**src/hw/rtl/rlavg_pkg.sv**
```systemverilog
// Shared package for the region luminance average unit.
// Holds field widths, register indexes, reset values and the luminance helper.
// No dependencies.
`default_nettype none

package rlavg_pkg;

  // Default sizing limits, handed to the top level parameters.
  localparam int MAX_REGION_DEFAULT = 64;
  localparam int MAX_FRAME_DEFAULT  = 4096;

  // Fixed field widths.
  localparam int COORD_W      = 12;
  localparam int PIX_W        = 8;
  localparam int AVG_W        = 8;
  localparam int FRAME_CFG_W  = 13;
  localparam int REGION_CFG_W = 7;
  localparam int CFG_DATA_W   = 13;
  localparam int CFG_IDX_W    = 2;

  // Configuration register indexes.
  localparam logic [CFG_IDX_W-1:0] REG_FRAME_WIDTH   = 2'd0;
  localparam logic [CFG_IDX_W-1:0] REG_FRAME_HEIGHT  = 2'd1;
  localparam logic [CFG_IDX_W-1:0] REG_REGION_WIDTH  = 2'd2;
  localparam logic [CFG_IDX_W-1:0] REG_REGION_HEIGHT = 2'd3;

  // Register values after reset.
  localparam logic [FRAME_CFG_W-1:0]  FRAME_WIDTH_RST   = 13'd640;
  localparam logic [FRAME_CFG_W-1:0]  FRAME_HEIGHT_RST  = 13'd480;
  localparam logic [REGION_CFG_W-1:0] REGION_WIDTH_RST  = 7'd8;
  localparam logic [REGION_CFG_W-1:0] REGION_HEIGHT_RST = 7'd8;

  // Divide by three of a value below 768: multiply by 683 and drop 11 bits.
  localparam int RGB_SUM_W  = 10;
  localparam int DIV3_MUL   = 683;
  localparam int DIV3_SHIFT = 11;
  localparam int DIV3_PROD_W = 20;

  // Entries in the queue between the accumulator and the divider.
  localparam int QUEUE_DEPTH = 4;

  // Luminance of one pixel: floor((r + g + b) / 3).
  function automatic logic [PIX_W-1:0] luma3(input logic [PIX_W-1:0] r,
                                              input logic [PIX_W-1:0] g,
                                              input logic [PIX_W-1:0] b);
    logic [RGB_SUM_W-1:0]   s;
    logic [DIV3_PROD_W-1:0] p;
    s = RGB_SUM_W'(r) + RGB_SUM_W'(g) + RGB_SUM_W'(b);
    p = DIV3_PROD_W'(s) * DIV3_PROD_W'(DIV3_MUL);
    return p[DIV3_SHIFT +: PIX_W];
  endfunction

endpackage

`default_nettype wire

```
**src/hw/rtl/rlavg_front.sv**
```systemverilog
// Front end of the region luminance average unit: configuration registers,
// region position counters and the luminance accumulator. Uses rlavg_pkg.
`default_nettype none

module rlavg_front import rlavg_pkg::*; #(
  parameter int MAX_REGION = MAX_REGION_DEFAULT,
  parameter int MAX_FRAME  = MAX_FRAME_DEFAULT,
  localparam int CNT_W = $clog2(MAX_REGION * MAX_REGION + 1),
  localparam int SUM_W = CNT_W + AVG_W
) (
  input  wire logic                  clk,
  input  wire logic                  rst,
  // Configuration writes
  input  wire logic                  cfg_we,
  input  wire logic [CFG_IDX_W-1:0]  cfg_index,
  input  wire logic [CFG_DATA_W-1:0] cfg_data,
  // Pixel beats
  input  wire logic                  in_valid,
  output logic                       in_stall,
  input  wire logic [COORD_W-1:0]    start_x,
  input  wire logic [COORD_W-1:0]    start_y,
  input  wire logic [PIX_W-1:0]      red,
  input  wire logic [PIX_W-1:0]      green,
  input  wire logic [PIX_W-1:0]      blue,
  // Finished region totals towards the queue
  input  wire logic                  q_full,
  output logic                       q_push,
  output logic [SUM_W-1:0]           q_sum,
  output logic [CNT_W-1:0]           q_count
);

  localparam int POS_W  = (MAX_REGION > 1) ? $clog2(MAX_REGION) : 1;
  localparam int RS_W   = ($clog2(MAX_REGION + 1) > REGION_CFG_W) ?
                          $clog2(MAX_REGION + 1) : REGION_CFG_W;
  localparam int FS_W   = ($clog2(MAX_FRAME + 1) > FRAME_CFG_W + 1) ?
                          $clog2(MAX_FRAME + 1) : FRAME_CFG_W + 1;

  logic [FRAME_CFG_W-1:0]  frame_width;
  logic [FRAME_CFG_W-1:0]  frame_height;
  logic [REGION_CFG_W-1:0] region_width;
  logic [REGION_CFG_W-1:0] region_height;

  logic [POS_W-1:0] column_count;
  logic [POS_W-1:0] row_count;
  logic [SUM_W-1:0] luminance_sum;
  logic [CNT_W-1:0] sample_count;

  logic [RS_W-1:0]  rw_ext, rh_ext, rw_eff, rh_eff;
  logic [RS_W-1:0]  col_inc, row_inc;
  logic [FS_W-1:0]  fw_ext, fh_ext, fw_eff, fh_eff;
  logic [FS_W-1:0]  pos_x, pos_y;
  logic             in_frame, col_wrap, row_wrap, accept;
  logic [PIX_W-1:0] luma;
  logic [SUM_W-1:0] luminance_sum_next;
  logic [CNT_W-1:0] sample_count_next;

  // Configuration register writes; indexes beyond the list are ignored.
  always_ff @(posedge clk) begin
    if (rst) begin
      frame_width   <= FRAME_WIDTH_RST;
      frame_height  <= FRAME_HEIGHT_RST;
      region_width  <= REGION_WIDTH_RST;
      region_height <= REGION_HEIGHT_RST;
    end else if (cfg_we) begin
      unique case (cfg_index)
        REG_FRAME_WIDTH:   frame_width   <= cfg_data[FRAME_CFG_W-1:0];
        REG_FRAME_HEIGHT:  frame_height  <= cfg_data[FRAME_CFG_W-1:0];
        REG_REGION_WIDTH:  region_width  <= cfg_data[REGION_CFG_W-1:0];
        REG_REGION_HEIGHT: region_height <= cfg_data[REGION_CFG_W-1:0];
        default: ;
      endcase
    end
  end

  // Effective sizes: region sizes clamp to one and the maximum, frame sizes
  // clamp to the maximum.
  always_comb begin
    rw_ext = RS_W'(region_width);
    rh_ext = RS_W'(region_height);
    fw_ext = FS_W'(frame_width);
    fh_ext = FS_W'(frame_height);
    if (rw_ext == '0)                     rw_eff = RS_W'(1);
    else if (rw_ext > RS_W'(MAX_REGION))  rw_eff = RS_W'(MAX_REGION);
    else                                  rw_eff = rw_ext;
    if (rh_ext == '0)                     rh_eff = RS_W'(1);
    else if (rh_ext > RS_W'(MAX_REGION))  rh_eff = RS_W'(MAX_REGION);
    else                                  rh_eff = rh_ext;
    fw_eff = (fw_ext > FS_W'(MAX_FRAME)) ? FS_W'(MAX_FRAME) : fw_ext;
    fh_eff = (fh_ext > FS_W'(MAX_FRAME)) ? FS_W'(MAX_FRAME) : fh_ext;
  end

  // Classify the current pixel and find the end of a row and of the region.
  always_comb begin
    pos_x    = FS_W'(start_x) + FS_W'(column_count);
    pos_y    = FS_W'(start_y) + FS_W'(row_count);
    in_frame = (pos_x < fw_eff) && (pos_y < fh_eff);
    col_inc  = RS_W'(column_count) + RS_W'(1);
    row_inc  = RS_W'(row_count) + RS_W'(1);
    col_wrap = !(col_inc < rw_eff);
    row_wrap = !(row_inc < rh_eff);
    luma     = luma3(red, green, blue);
    luminance_sum_next = luminance_sum;
    sample_count_next  = sample_count;
    if (in_frame) begin
      luminance_sum_next = luminance_sum + SUM_W'(luma);
      sample_count_next  = sample_count + CNT_W'(1);
    end
  end

  // Hold off pixels while the queue cannot take another region.
  assign in_stall = q_full;
  assign accept   = in_valid && !in_stall;

  assign q_push  = accept && col_wrap && row_wrap;
  assign q_sum   = luminance_sum_next;
  assign q_count = sample_count_next;

  // Position counters and accumulator.
  always_ff @(posedge clk) begin
    if (rst) begin
      column_count  <= '0;
      row_count     <= '0;
      luminance_sum <= '0;
      sample_count  <= '0;
    end else if (accept) begin
      if (!col_wrap) begin
        column_count  <= col_inc[POS_W-1:0];
        luminance_sum <= luminance_sum_next;
        sample_count  <= sample_count_next;
      end else if (!row_wrap) begin
        column_count  <= '0;
        row_count     <= row_inc[POS_W-1:0];
        luminance_sum <= luminance_sum_next;
        sample_count  <= sample_count_next;
      end else begin
        column_count  <= '0;
        row_count     <= '0;
        luminance_sum <= '0;
        sample_count  <= '0;
      end
    end
  end

endmodule

`default_nettype wire

```
**src/hw/rtl/rlavg_queue.sv**
```systemverilog
// Small register queue that carries finished region totals from the
// accumulator to the divider. Uses rlavg_pkg for its depth.
`default_nettype none

module rlavg_queue import rlavg_pkg::*; #(
  parameter int WIDTH = 8
) (
  input  wire logic             clk,
  input  wire logic             rst,
  input  wire logic             push,
  input  wire logic [WIDTH-1:0] wdata,
  input  wire logic             pop,
  output logic                  full,
  output logic                  nonempty,
  output logic [WIDTH-1:0]      rdata
);

  localparam int PTR_W = (QUEUE_DEPTH > 1) ? $clog2(QUEUE_DEPTH) : 1;
  localparam int OCC_W = $clog2(QUEUE_DEPTH + 1);

  logic [WIDTH-1:0] entries [QUEUE_DEPTH];
  logic [PTR_W-1:0] wr_ptr;
  logic [PTR_W-1:0] rd_ptr;
  logic [OCC_W-1:0] fill;
  logic             do_push, do_pop;

  assign full     = (fill == OCC_W'(QUEUE_DEPTH));
  assign nonempty = (fill != '0);
  assign rdata    = entries[rd_ptr];
  assign do_push  = push && !full;
  assign do_pop   = pop && nonempty;

  // Entry storage.
  always_ff @(posedge clk) begin
    if (do_push) begin
      entries[wr_ptr] <= wdata;
    end
  end

  // Pointers and fill level.
  always_ff @(posedge clk) begin
    if (rst) begin
      wr_ptr <= '0;
      rd_ptr <= '0;
      fill   <= '0;
    end else begin
      if (do_push) begin
        wr_ptr <= (wr_ptr == PTR_W'(QUEUE_DEPTH - 1)) ? '0 : wr_ptr + PTR_W'(1);
      end
      if (do_pop) begin
        rd_ptr <= (rd_ptr == PTR_W'(QUEUE_DEPTH - 1)) ? '0 : rd_ptr + PTR_W'(1);
      end
      if (do_push && !do_pop) begin
        fill <= fill + OCC_W'(1);
      end else if (do_pop && !do_push) begin
        fill <= fill - OCC_W'(1);
      end
    end
  end

endmodule

`default_nettype wire

```
**src/hw/rtl/rlavg_divider.sv**
```systemverilog
// Back end of the region luminance average unit: a restoring divider that
// finds one quotient bit a cycle, and the output register. Uses rlavg_pkg.
`default_nettype none

module rlavg_divider import rlavg_pkg::*; #(
  parameter int MAX_REGION = MAX_REGION_DEFAULT,
  localparam int CNT_W = $clog2(MAX_REGION * MAX_REGION + 1),
  localparam int SUM_W = CNT_W + AVG_W
) (
  input  wire logic             clk,
  input  wire logic             rst,
  // Region totals from the queue
  input  wire logic             q_nonempty,
  input  wire logic [SUM_W-1:0] q_sum,
  input  wire logic [CNT_W-1:0] q_count,
  output logic                  q_pop,
  // Result beats
  output logic                  out_valid,
  input  wire logic             out_stall,
  output logic [AVG_W-1:0]      average,
  output logic                  empty_res
);

  localparam int STEP_W = $clog2(AVG_W);

  localparam logic [1:0] S_IDLE = 2'd0;
  localparam logic [1:0] S_RUN  = 2'd1;
  localparam logic [1:0] S_DONE = 2'd2;

  logic [1:0]        state;
  logic [STEP_W-1:0] step;
  logic [SUM_W-1:0]  remainder;
  logic [CNT_W-1:0]  divisor;
  logic [AVG_W-1:0]  quotient;
  logic [SUM_W-1:0]  trial;
  logic              fits, out_free;

  // The quotient is below 256, so the divisor shifted by up to seven
  // places always fits the remainder width.
  assign trial    = SUM_W'(divisor) << step;
  assign fits     = (remainder >= trial);
  assign out_free = !out_valid || !out_stall;
  assign q_pop    = (state == S_IDLE) && q_nonempty;

  // Division sequencer.
  always_ff @(posedge clk) begin
    if (rst) begin
      state <= S_IDLE;
      step  <= '0;
    end else begin
      unique case (state)
        S_IDLE: begin
          if (q_nonempty) begin
            state <= S_RUN;
            step  <= STEP_W'(AVG_W - 1);
          end
        end
        S_RUN: begin
          if (step == '0) begin
            state <= S_DONE;
          end else begin
            step <= step - STEP_W'(1);
          end
        end
        S_DONE: begin
          if (out_free) begin
            state <= S_IDLE;
          end
        end
        default: state <= S_IDLE;
      endcase
    end
  end

  // Divider datapath: one quotient bit per cycle.
  always_ff @(posedge clk) begin
    if (state == S_IDLE && q_nonempty) begin
      remainder <= q_sum;
      divisor   <= q_count;
      quotient  <= '0;
    end else if (state == S_RUN && fits) begin
      remainder      <= remainder - trial;
      quotient[step] <= 1'b1;
    end
  end

  // Output register; an empty region reports zero with the empty flag.
  always_ff @(posedge clk) begin
    if (rst) begin
      out_valid <= 1'b0;
    end else if (state == S_DONE && out_free) begin
      out_valid <= 1'b1;
    end else if (!out_stall) begin
      out_valid <= 1'b0;
    end
  end

  always_ff @(posedge clk) begin
    if (state == S_DONE && out_free) begin
      empty_res <= (divisor == '0);
      average   <= (divisor == '0) ? '0 : quotient;
    end
  end

endmodule

`default_nettype wire

```
**src/hw/rtl/region_luminance_average_unit.sv**
```systemverilog
// Region luminance average unit. Pixels are taken one a cycle; the front end
// stalls only while its region queue is full. A region total passes through the
// queue and the divider, one quotient bit a cycle, to the output register. The
// divider takes no new region before then; the four-entry queue absorbs bursts.
// Reset restores the register defaults and clears counters, sums and queue.
`default_nettype none

module region_luminance_average_unit import rlavg_pkg::*; #(
  parameter int MAX_REGION = MAX_REGION_DEFAULT,
  parameter int MAX_FRAME  = MAX_FRAME_DEFAULT
) (
  input  wire logic                  clk,
  input  wire logic                  rst,
  // Configuration port
  input  wire logic                  cfg_we,
  input  wire logic [CFG_IDX_W-1:0]  cfg_index,
  input  wire logic [CFG_DATA_W-1:0] cfg_data,
  // Pixel channel
  input  wire logic                  in_valid,
  output logic                       in_stall,
  input  wire logic [COORD_W-1:0]    start_x,
  input  wire logic [COORD_W-1:0]    start_y,
  input  wire logic [PIX_W-1:0]      red,
  input  wire logic [PIX_W-1:0]      green,
  input  wire logic [PIX_W-1:0]      blue,
  // Result channel
  output logic                       out_valid,
  input  wire logic                  out_stall,
  output logic [AVG_W-1:0]           average,
  output logic                       empty_res
);

  localparam int CNT_W = $clog2(MAX_REGION * MAX_REGION + 1);
  localparam int SUM_W = CNT_W + AVG_W;

  logic             q_push, q_pop, q_full, q_nonempty;
  logic [SUM_W-1:0] push_sum, pop_sum;
  logic [CNT_W-1:0] push_count, pop_count;

  // Accumulator front end.
  rlavg_front #(
    .MAX_REGION (MAX_REGION),
    .MAX_FRAME  (MAX_FRAME)
  ) u_front (
    .clk       (clk),
    .rst       (rst),
    .cfg_we    (cfg_we),
    .cfg_index (cfg_index),
    .cfg_data  (cfg_data),
    .in_valid  (in_valid),
    .in_stall  (in_stall),
    .start_x   (start_x),
    .start_y   (start_y),
    .red       (red),
    .green     (green),
    .blue      (blue),
    .q_full    (q_full),
    .q_push    (q_push),
    .q_sum     (push_sum),
    .q_count   (push_count)
  );

  // Queue of finished region totals.
  rlavg_queue #(
    .WIDTH (SUM_W + CNT_W)
  ) u_queue (
    .clk      (clk),
    .rst      (rst),
    .push     (q_push),
    .wdata    ({push_sum, push_count}),
    .pop      (q_pop),
    .full     (q_full),
    .nonempty (q_nonempty),
    .rdata    ({pop_sum, pop_count})
  );

  // Divider back end.
  rlavg_divider #(
    .MAX_REGION (MAX_REGION)
  ) u_divider (
    .clk        (clk),
    .rst        (rst),
    .q_nonempty (q_nonempty),
    .q_sum      (pop_sum),
    .q_count    (pop_count),
    .q_pop      (q_pop),
    .out_valid  (out_valid),
    .out_stall  (out_stall),
    .average    (average),
    .empty_res  (empty_res)
  );

endmodule

`default_nettype wire

```
**config.mk**
```make
export PLATFORM = sky130hd
export DESIGN_NAME = region_luminance_average_unit
export DESIGN_NICKNAME = d
export VERILOG_FILES = /design/src/hw/rtl/rlavg_pkg.sv /design/src/hw/rtl/rlavg_front.sv /design/src/hw/rtl/rlavg_queue.sv /design/src/hw/rtl/rlavg_divider.sv /design/src/hw/rtl/region_luminance_average_unit.sv
export SDC_FILE = /design/constraint.sdc
export NUM_CORES = 1
export LEC_CHECK = 0
export ABC_CLOCK_PERIOD_IN_PS = 8820
export BUFFER_PORTS_ARGS = -buffer_cell sky130_fd_sc_hd__buf_2
export CAP_MARGIN = 20
export CORE_MARGIN = 2
export CORE_UTILIZATION = 47
export DETAILED_ROUTE_END_ITERATION = 16
export GPL_ROUTABILITY_DRIVEN = 0
export GPL_TIMING_DRIVEN = 1
export PLACE_DENSITY = 0.66
export SLEW_MARGIN = 20
export SYNTH_ARGS = -nofsm -noshare
export SYNTH_HDL_FRONTEND = slang
export SYNTH_SLANG_ARGS = --single-unit
```
**constraint.sdc**
```tcl
create_clock -name clk -period 8.82 [get_ports clk]
set_input_delay 1.764 -clock clk [delete_from_list [all_inputs] [get_ports clk]]
set_output_delay 1.764 -clock clk [all_outputs]
set_load 0.03 [all_outputs]
```
Word level (Yosys, flattened, before mapping):

Memories as Yosys holds them, arrays and structs flattened. A register that Yosys moved wholly into a read port is not among the register bits.
Cells that the tools add are included.

* flip-flop bits (word level): 150
* input bits: 68
* output and inout bits: 11
* logic and storage cells: 134
* RAM bits: 136
* memories kept: 1

Memory list
* u_queue.entries: words 4, bits a word 34, rd ports 1, clocked after memory_dff 1, wr ports 1, line rlavg_queue.sv:21 `logic [WIDTH-1:0] entries [QUEUE_DEPTH];`

* multipliers: 1
* multiplexer cells: 35
* add/sub/neg operators: 14
* shifts and indexed selects: 1
* magnitude comparators: 11
* reductions and logical operators: 37
* eq/ne operators: 13
* bitwise logic cells: 2

Operators by type and width (number)
* 21-bit two-way mux: 5
* 13-bit two-way mux: 5
* 14-bit < comparator: 2
* 7-bit two-way mux: 4
* 12-bit by 6-bit adder with 13-bit output: 2
* 13-bit > comparator (second input constant): 2
* 21-bit by 8-bit adder with 21-bit output: 1
* 21-bit >= comparator: 1
* 13-bit by 3-bit << shifter with 21-bit output: 1
* 21-bit subtractor: 1
* 10-bit by 10-bit multiplier with 19-bit output (second input constant): 1
* 6-bit by 1-bit adder with 7-bit output (second input constant): 2
* 7-bit > comparator (second input constant): 2
* 7-bit zero test: 2
* 7-bit < comparator: 2
* 2-bit two-way mux: 7
* 13-bit by 1-bit adder with 13-bit output (second input constant): 1
* 13-bit zero test: 1
* 1-bit logical AND: 12
* 3-bit two-way mux: 4
* 6-bit two-way mux: 2
* 10-bit by 8-bit adder with 10-bit output: 1
* 2-bit equality test (second input constant): 5
* 2-bit AND reduction: 5
* 23 further kinds: 43

Longest topological paths before layout:

* depth in word-level cells: 12
* depth in mapped cells: 39
* mapped depth without buffers: 38

Cells and area by module:

Synthesis repeated with hierarchy kept, for this count alone.

* cells, all modules: 1592
* area total of the unflattened synthesis: 17174.0 um^2

Modules (own cells, without submodules)
* rlavg_front: cells each 987, instances 1, area an instance 8087.8 um^2, seq. area each 1721.7 um^2
* rlavg_queue: cells each 228, instances 1, area an instance 5411.4 um^2, seq. area each 4264.1 um^2
* rlavg_divider: cells each 377, instances 1, area an instance 3674.8 um^2, seq. area each 1571.5 um^2

Worst setup path before layout:

No wires, ideal clock.

* path type: input port to flip-flop
* start: input red[0]
* end: memory u_queue.entries[0][23] in the netlist's numbering (data pin)
* stages: 38
* path buffers: 0
* data arrival time: 9.069 ns
* data required time: 8.547 ns
* library setup time: 0.273 ns
* path slack: -0.521 ns
* cell sequence: ha_1 -> inv_1 -> fa_1 -> nor2b_1 -> o21ai_0 -> nor2b_1 -> xnor2_1 -> ha_1 -> o21a_1 -> o31a_1 -> o21ai_0 -> nand2b_1 -> xor2_1 -> xnor2_1 -> ha_1 -> inv_1 -> fa_1 -> inv_1 -> [... 2 more ...] -> fa_1 -> inv_1 -> ha_1 -> a211oi_1 -> nand2_1 -> o2111ai_1 -> nand2_1 -> o21ai_0 -> nand2b_1 -> xor2_1 -> ha_1 -> nand3_1 -> a21oi_1 -> o31ai_1 -> a21oi_1 -> o211ai_1 -> or2_2 -> xnor2_1

* word-level cells in the longest chain between the ends: 5

Ends and longest elaborated chain
* start: declaration: line region_luminance_average_unit.sv:23 `input wire logic [PIX_W-1:0] red,`
* 8-bit by 8-bit adder with 9-bit output: line rlavg_pkg.sv:48 `s = RGB_SUM_W'(r) + RGB_SUM_W'(g) + RGB_SUM_W'(b);`
* 10-bit by 8-bit adder with 10-bit output: line rlavg_pkg.sv:48
* 10-bit by 10-bit multiplier with 19-bit output: line rlavg_pkg.sv:49 `p = DIV3_PROD_W'(s) * DIV3_PROD_W'(DIV3_MUL);`
* 21-bit by 8-bit adder with 21-bit output: line rlavg_front.sv:105 `luminance_sum_next = luminance_sum + SUM_W'(luma);`
* 21-bit two-way mux: line rlavg_front.sv:104 `if (in_frame) begin`
* net push_sum[10]: line region_luminance_average_unit.sv:37 `logic [SUM_W-1:0] push_sum, pop_sum;`
* end: declaration: line rlavg_queue.sv:21

The timed path passes the listed nets, and every way through them passes these cells.

Final worst setup path:

* start: input green[0]
* end: memory u_queue.entries[0][22] in the netlist's numbering (data pin)

* word-level cells in the longest chain between the ends: 5

Ends and longest elaborated chain
* start: declaration: line region_luminance_average_unit.sv:24 `input wire logic [PIX_W-1:0] green,`
* 8-bit by 8-bit adder with 9-bit output: line rlavg_pkg.sv:48
* 10-bit by 8-bit adder with 10-bit output: line rlavg_pkg.sv:48
* 10-bit by 10-bit multiplier with 19-bit output: line rlavg_pkg.sv:49
* 21-bit by 8-bit adder with 21-bit output: line rlavg_front.sv:105
* 21-bit two-way mux: line rlavg_front.sv:104
* net push_sum[9]: line region_luminance_average_unit.sv:37

The timed path passes the listed nets, and every way through them passes these cells.

==> impl_metrics.tcl <==
set metrics [dict create \
    status "finished clean" \
    dp_slack_ns -0.4879 \
    clk_path_buf_depth 3 \
    avgViaCountPerCell 5.582 \
    synth-seq-cells 288 \
    drive_gt1_share_pct 18.69 \
    synthTopCellsByArea "edfxtp_1 31%, dfxtp_1 13%, ha_1 12%" \
    synthTopCellsByCount "189 x nand2_1, 179 x edfxtp_1, 161 x ha_1" \
    min_period_ns 8.569 \
    seq_area_frac_synth_pct 43.91 \
    diodes 0 \
    io_pins 79 \
    worstSetupPathType "in2reg" \
    numCtsBuffers 30 \
    clk_latency_ns 0.58 \
    synth_ff_type "edfxtp_1" \
    startpoint "green[0]" \
    firstDrtPassIters 5 \
    fmax_ghz 0.1167 \
    cts.clk_slew.worst_paths_ns 0.06 \
    min_from "u_divider.quotient[0]" \
    ys_types 74 \
    setup_viol 0 \
    hold_violations 0 \
    critPathMaxFanout 5 \
    synth_top_area_share_pct 31.23 \
    multi_input_area_mm2 0.009433 \
    start_util_pct 47.35 \
    holdBufCountCts 0 \
    die_h_um 195.4 \
    fillers 3142 \
    wl_per_cell_um 16.33 \
    root_buffer "clkbuf_16" \
    crit_top_cell "buf_4" \
    cts.sinks 288 \
    syn_area_per_cell_um2 10.62 \
    async_flop_share_pct 0 \
    drc_errors 0 \
    netlist_area_mm2 0.01721 \
    grt.overflow.total 0 \
    cp.required_ns 9.15 \
    instances_no_fill 2260 \
    rows 70 \
    nNetsFinal 2022 \
    grt_usage_pct 19.50 \
    fp.dieW_um 195.4 \
    layout-area-overhead-vs-synth_pct 16.07 \
    post-route-period-util_pct 97.15 \
    htreeDepth 1 \
    dp.cells 2195 \
    drv_slew 0 \
    cp-start-kind "input pin" \
    fp.coreArea_mm2 0.03635 \
    fin_skew_ns 0.02314 \
    arrival_ns 8.90 \
    final_util_pct 54.96 \
    grt_max_degree 58 \
    vias 12620 \
    end_kind "flop" \
    dpl.hpwl_mm 27.07 \
    synthCells 1620 \
    seq_area_mm2 0.007559 \
    dieArea_mm2 0.03816 \
    cts_tree "done" \
    yosys_warnings 0 \
    synth_top_area_cell "edfxtp_1" \
    dr.first_iter.drc_count 596 \
    r2r_slack_ns 4.03 \
    layout_setup_ws_ns 0.2514 \
    max_slew_margin_pct 37.76 \
    grt_pass1_wl_mm 61.07 \
    hold_class "reg2reg" \
    ant_nets 0 \
    synth_edf_count 179 \
    port_buffers 78 \
    worst_pin_slew_ns 0.9324 \
    yosysMostFrequentCell "nand2_1" \
    grt_pass1_vias 12560 \
    crit_slowest_cell "fa_1" \
    worstReg2RegStart "u_front.row_count[0]" \
    antenna_found_initial 0 \
    wirelength_mm 36.92 \
    drv_cap 0 \
    synth_nets 1874 \
    crit_path_max_incr_delay_ns 0.51 \
    rsz0062_at_grt "yes" \
]
## placed cells by master (no fill, tap or decap), drive strengths merged, types with 7 or more instances in the layout
cell type  count
a211oi        15
a21o          36
a21oi        110
a22o           9
a31oi         18
a41oi          8
and2          19
and3          21
buf          178
clkbuf        36
clkinv        16
dfxtp        109
edfxtp       179
fa            25
ha           161
inv           83
mux2i         31
mux4          39
nand2        189
nand2b        10
nand3         46
nand4         17
nor2         102
nor2b         15
nor3          24
o211ai        10
o21a          12
o21ai         56
o21bai        11
o31a           7
o31ai         15
or2            7
or3           11
xnor2         64
xor2          37
## layer usage
metal / routed length [um] / track usage [%]
met5: 0 / 0
met4: 1012 / 6.050
met3: 1411 / 2.591
met2: 18260 / 34.14
met1: 16230 / 25.16
## repair_timing
action / in CTS / in global routing
resized for setup: 0 / 47
setup buffers: 0 / 10
setup endpoints to repair: 0 / 80
## logic make-up after synthesis
| kind of cell | Yosys count | synth area share, % |
|---|---|---|
| buffers and inverters | 144 | 3.170 |
| multiplexers | 73 | 7.103 |
| XOR/XNOR | 101 | 5.140 |
| adder cells (fa/ha/maj) | 186 | 14.61 |
| AND/OR/NAND/NOR | 490 | 13.36 |
| flip-flops | 288 | 43.91 |
| AO/OA/AOI/OAI | 338 | 12.71 |
## area by class of cell
class	instances	area share, %
Multi-Input combinational cell	1188	47.22
Sequential cell	288	37.84
Timing Repair Buffer	178	5.825
Clock buffer	36	3.871
Tap cell	468	2.931
Inverter	82	1.541
Clock inverter	20	0.7766
## critical path, delay by kind of cell
| kind | cells | cell delay [ns] |
|---|---|---|
| xor+xnor | 3 | 0.36 |
| buf+inv | 12 | 1.12 |
| simple gates | 4 | 0.38 |
| compound gates | 10 | 2.13 |
| fa+ha+maj | 9 | 3.12 |
## flip-flops by register name (all words and copies together) (netlist names), 2 cells and up, named ones only
name	flops
u_divider.quotient	8
u_front.sample_count	13
u_divider.divisor	13
u_front.row_count	6
u_queue.wr_ptr	2
u_divider.remainder	21
u_divider.state	2
u_divider.step	3
u_queue.fill	3
u_queue.rd_ptr	2
u_divider.average	8
u_queue.entries	136
u_front.frame_width	13
u_front.region_width	7
u_front.column_count	6
u_front.luminance_sum	21
u_front.region_height	7
u_front.frame_height	13
## through the flow
step	hold slack (ns)	TNS, ns	instance area (um^2)
floorplan	0.4123	0	17350
global placement	0.4219	-14.22	18770
detailed placement	0.4344	-28.15	18780
CTS	0.4432	0	19710
global route	0.4665	-2.425	19980
finish	0.4459	0	19980
## final timing paths
path	to	cells past startpoint
max	u_queue.entries[0][22]	38
min	u_divider.quotient[0]	2
max reg2reg	u_queue.entries[1][6]	18
min reg2reg	u_divider.quotient[0]	2
Power is left out: the tool's default activity adds up to more than one toggle a clock period on the data nets, which glitch-free logic cannot reach.
